--- config.mk ---
export PLATFORM = sky130hd
export DESIGN_NAME = scmva_update
export DESIGN_NICKNAME = d
export VERILOG_FILES = /design/src/rtl/core/scmva_pkg.sv /design/src/rtl/core/scmva_update.sv
export SDC_FILE = /design/constraint.sdc
export NUM_CORES = 1
export LEC_CHECK = 0
export BUFFER_PORTS_ARGS = -buffer_cell sky130_fd_sc_hd__buf_2
export CAP_MARGIN = 10
export CORE_UTILIZATION = 49
export DETAILED_ROUTE_END_ITERATION = 6
export GPL_TIMING_DRIVEN = 0
export PLACE_DENSITY = 0.92
export SYNTH_ARGS = -nofsm -noshare
export SYNTH_HDL_FRONTEND = slang
export SYNTH_SLANG_ARGS = --single-unit
--- constraint.sdc ---
create_clock -name vclk -period 3.8
set_input_delay 0.19 -clock vclk [all_inputs]
set_output_delay 0.19 -clock vclk [all_outputs]
set_load 0.005 [all_outputs]
--- src/rtl/core/scmva_pkg.sv ---
// ----------------------------------------------------------------------------
// scmva_pkg
// Shared constants, command codes and stage control type of the sparse
// column mat-vec accumulate unit.
// ----------------------------------------------------------------------------
`default_nettype none

package scmva_pkg;

  localparam int unsigned ROWS_DEF       = 256;
  localparam int unsigned VALUE_BITS_DEF = 16;
  localparam int unsigned ROW_BITS       = 8;
  localparam int unsigned FIELD_BITS     = 16;
  localparam int unsigned ACC_BITS       = 48;

  typedef enum logic [1:0] {
    CMD_START = 2'd0,
    CMD_ENTRY = 2'd1,
    CMD_READ  = 2'd2
  } cmd_e;

  typedef struct packed {
    logic valid;
    logic entry;
    logic read;
    logic in_range;
  } stage_ctl_t;

endpackage

`default_nettype wire

--- src/rtl/core/scmva_update.sv ---
// ----------------------------------------------------------------------------
// scmva_update
// Read-modify-write step: saturating add of a product into a row, or
// read-out and clear of a row.
// ----------------------------------------------------------------------------
`default_nettype none

module scmva_update import scmva_pkg::*; #(
  parameter int unsigned PW = 2 * VALUE_BITS_DEF
) (
  input  wire stage_ctl_t                ctl_i,
  input  wire logic signed [ACC_BITS-1:0] acc_i,
  input  wire logic                       sat_i,
  input  wire logic signed [PW-1:0]       prod_i,
  output logic                            wr_en_o,
  output logic signed [ACC_BITS-1:0]      wr_acc_o,
  output logic                            wr_sat_o,
  output logic signed [ACC_BITS-1:0]      res_sum_o,
  output logic                            res_ovf_o
);

  localparam logic signed [ACC_BITS-1:0] AccMax = {1'b0, {(ACC_BITS-1){1'b1}}};
  localparam logic signed [ACC_BITS-1:0] AccMin = {1'b1, {(ACC_BITS-1){1'b0}}};

  logic signed [ACC_BITS:0]   sum_w;
  logic                       ovf_w;
  logic signed [ACC_BITS-1:0] clamp_w;

  assign sum_w   = $signed({acc_i[ACC_BITS-1], acc_i}) + (ACC_BITS + 1)'(prod_i);
  assign ovf_w   = sum_w[ACC_BITS] != sum_w[ACC_BITS-1];
  // clamp toward the side the true sum lies on
  assign clamp_w = ovf_w ? (sum_w[ACC_BITS] ? AccMin : AccMax) : sum_w[ACC_BITS-1:0];

  always_comb begin
    wr_en_o   = ctl_i.valid && ctl_i.in_range && (ctl_i.entry || ctl_i.read);
    wr_acc_o  = '0;
    wr_sat_o  = 1'b0;
    res_sum_o = '0;
    res_ovf_o = 1'b0;
    if (ctl_i.entry) begin
      wr_acc_o = clamp_w;
      wr_sat_o = sat_i || ovf_w;
    end
    if (ctl_i.read && ctl_i.in_range) begin
      res_sum_o = acc_i;
      res_ovf_o = sat_i;
    end
  end

endmodule

`default_nettype wire

==> results.rst <==
.. list-table::
   :header-rows: 1

   * - Metric
     - Value
   * - Outcome
     - finished, final reports clean
   * - Count of mapped cells out of synthesis
     - 521
   * - First-pass GRT wire length
     - 19.3 mm
   * - Fraction of final layout cells with drive strength greater than 1
     - 32.6%
   * - XOR/XNOR Fraction of Synth Area
     - 11.8%
   * - Post-DR vias/cell
     - 5.95
   * - Via count of the first global-routing pass
     - 4321
   * - Worst setup SP type
     - input pin
   * - Basic-gate share of the synthesized area counting and, or, nand and nor cells
     - 25.3%
   * - Overall power after layout
     - 0.986 mW
   * - Post-route setup TNS
     - 0 ns
   * - Signal arrival time at the worst endpoint
     - 3.43 ns
   * - Non-filler instance count after layout
     - 799
   * - Yosys warning count
     - 0
   * - Maximum vdd ir drop
     - 0.122 mV
   * - Final routed wire length divided by cell count
     - 15.6 µm
   * - Total Nets Final
     - 839
   * - Remaining antenna violation count
     - 0
   * - Critical path required time
     - 3.61 ns
   * - Fmax
     - 276 MHz
   * - Crit. Startpoint
     - acc_i[15]
   * - Share of synthesized cell area in full adder, half adder and majority cells
     - 17.5%
   * - Total congestion overflow
     - 0
   * - Via count
     - 4755
   * - HPWL after detailed placement
     - 10.3 mm
   * - Synthesized cell area
     - 3560 µm²
   * - Seq. cell area
     - 0 µm²
   * - Avg Synthesized Cell Area
     - 6.83 µm²
   * - Pin count of the biggest net entering global routing
     - 18
   * - Post-detailed-route DRC marker count
     - 0
   * - Fill count
     - 676
   * - Area delta synth->final
     - 29.4%
   * - GP Congestion
     - 0.973
   * - Sequential cell count
     - 0
   * - Sequential fraction of the synthesis area
     - 0%
   * - Number of detailed-routing iterations run before antenna repair
     - 5
   * - Min Clock Period, post-route
     - 3.62 ns
   * - Count of placed standard cells including taps
     - 799
   * - Type of destination of the critical path
     - output port
   * - Starting Density
     - 51.5%
   * - # hold bufs at CTS
     - 0
   * - Startpoint-to-endpoint class of the critical path
     - input pin to output port
   * - Final setup viols
     - 0
   * - Drt first-iter violations
     - 345
   * - Core footprint
     - 6910 µm²
   * - Netlist cell types
     - 57
   * - Slew HR
     - 45.0%
   * - Final WS setup
     - 0.181 ns
   * - Number of antenna violations at the first check in global routing
     - 0
   * - Portion of netlist area occupied by mux cells
     - 0.422%
   * - Commonest cells after routing, fill and taps aside
     - buf_2 (187), a21oi_1 (77), and3_1 (55)
   * - Clock tree buffer count of the final layout
     - 0
   * - Max cap viols
     - 0
   * - Syn_nets
     - 655
   * - Most common cell after layout, fill and taps aside
     - buf_2
   * - Global-route usage over all layers
     - 30.7%
   * - Class of the tightest hold or removal check
     - input pin to output port
   * - Number of input and output port buffers inserted
     - 182
   * - Leakage component of the power
     - 2.56 nW
   * - Combinational family with the most area after synthesis
     - compound AO/OA/AOI/OAI gates
   * - Final number of max-transition violations
     - 0
   * - Tightest Pin Transition
     - 0.814 ns
   * - Final hold violations
     - 0
   * - Place WS
     - 0.0794 ns
   * - Final WL
     - 12.5 mm
   * - FP Rows
     - 30
   * - Start point of the worst min-delay path
     - acc_i[34]
   * - Number of ports placed on the die boundary
     - 184
   * - Total power per unit cell area
     - 214 nW/µm²
   * - Count of inserted antenna diode cells
     - 0
   * - Tcrit/Tclk final
     - 95.2%
   * - Width of the die
     - 87.2 µm
   * - Area of the multi-input gates
     - 3320 µm²
   * - Area enclosed by the die boundary
     - 7600 µm²
   * - Vert. Die Dim
     - 87.2 µm
   * - Area fraction in compound gates after synthesis
     - 38.2%
   * - Maximum fanout encountered on the critical timing path
     - 10
## worst max-delay path, cell delays in order
cell      delay [ns]
buf_2           0.10
ha_1            0.26
buf_2           0.18
nand4_1         0.19
or3_1           0.47
nor3_1          0.20
o21a_1          0.23
nor2_2          0.10
o31ai_4         0.28
a31oi_1         0.17
xnor2_2         0.22
o21ai_1         0.10
clkbuf_4        0.21
buf_4           0.20
a21oi_1         0.17
buf_2           0.15
## kinds of logic (layout without fill, tap and decap cells)
kind of cell	after synthesis	after routing
AOI/OAI and AO/OA	205	205
adders and majority gates	49	49
buffers and inverters	50	232
and+or+nand+nor	170	170
xor gates and xnor gates	46	46
muxes	1	1
## metrics by stage
stage | area [µm²] | hold WS (ns) | util (%)
3_3_place_gp | 4590 | 0.702 | 66.4
5_1_grt | 4600 | 0.716 | 66.6
6_report | 4600 | 0.705 | 66.6
3_5_place_dp | 4590 | 0.706 | 66.4
4_1_cts | 4590 | 0.706 | 66.4
2_1_floorplan | 3560 | 0.469 | -
## area by class of cell
cell class,count,share of cell area (%)
buffer,37,4.30
inverter,13,1.06
timing repair buffer,182,19.9
tap,96,2.61
multi-input combinational,471,72.2
## synth_stat cells, types with 2 or more instances
master / instances / area, µm²
o21a_1: 4 / 30.0
buf_4: 4 / 30.0
nand2b_1: 8 / 50.1
o211ai_1: 3 / 22.5
clkbuf_1: 24 / 90.1
inv_1: 13 / 48.8
o21ai_0: 27 / 135
buf_12: 2 / 40.0
or4_1: 2 / 15.0
a211oi_1: 4 / 30.0
a21oi_2: 20 / 175
nor2b_1: 9 / 56.3
nor3_1: 6 / 30.0
ha_1: 48 / 601
and3_1: 55 / 344
buf_2: 7 / 35.0
nand4_1: 12 / 75.1
a21oi_1: 79 / 395
a311oi_1: 3 / 26.3
xor2_1: 27 / 236
nand2_1: 33 / 124
o31ai_1: 2 / 15.0
a31oi_1: 10 / 62.6
o31a_1: 3 / 26.3
o21bai_1: 3 / 22.5
xnor2_1: 17 / 149
o21ai_1: 3 / 15.0
nor2_1: 30 / 113
a21o_1: 29 / 218
nand3_1: 7 / 35.0
## power breakdown
part	switching, mW	internal (mW)	leakage (nW)	total (mW)
sequential	0	0	0	0
clock	0	0	0	0
combinational	0.562	0.424	2.56	0.986
## path summary, 6_finish.rpt
path,endpoint,slack (ns),cells after the start
min,res_sum_o[34],0.70,3
max,wr_acc_o[22],0.18,16
## layer usage
metal	share of wire (%)	global-route usage, %	up-vias	wire length, µm
met5	0	0	-	0
met3	7.0	2.75	40	877
li1	-	-	2320	-
met1	42	38.1	2132	5260
met2	48	55.5	263	5950
met4	2.9	9.84	0	365
## timing repair
item | 4_1_cts | 5_1_grt
setup endpoints to repair | 0 | 40
gates resized for setup | 0 | 5
buffers inserted | 0 | 0
No activity file was read; power rests on OpenSTA's default activity.
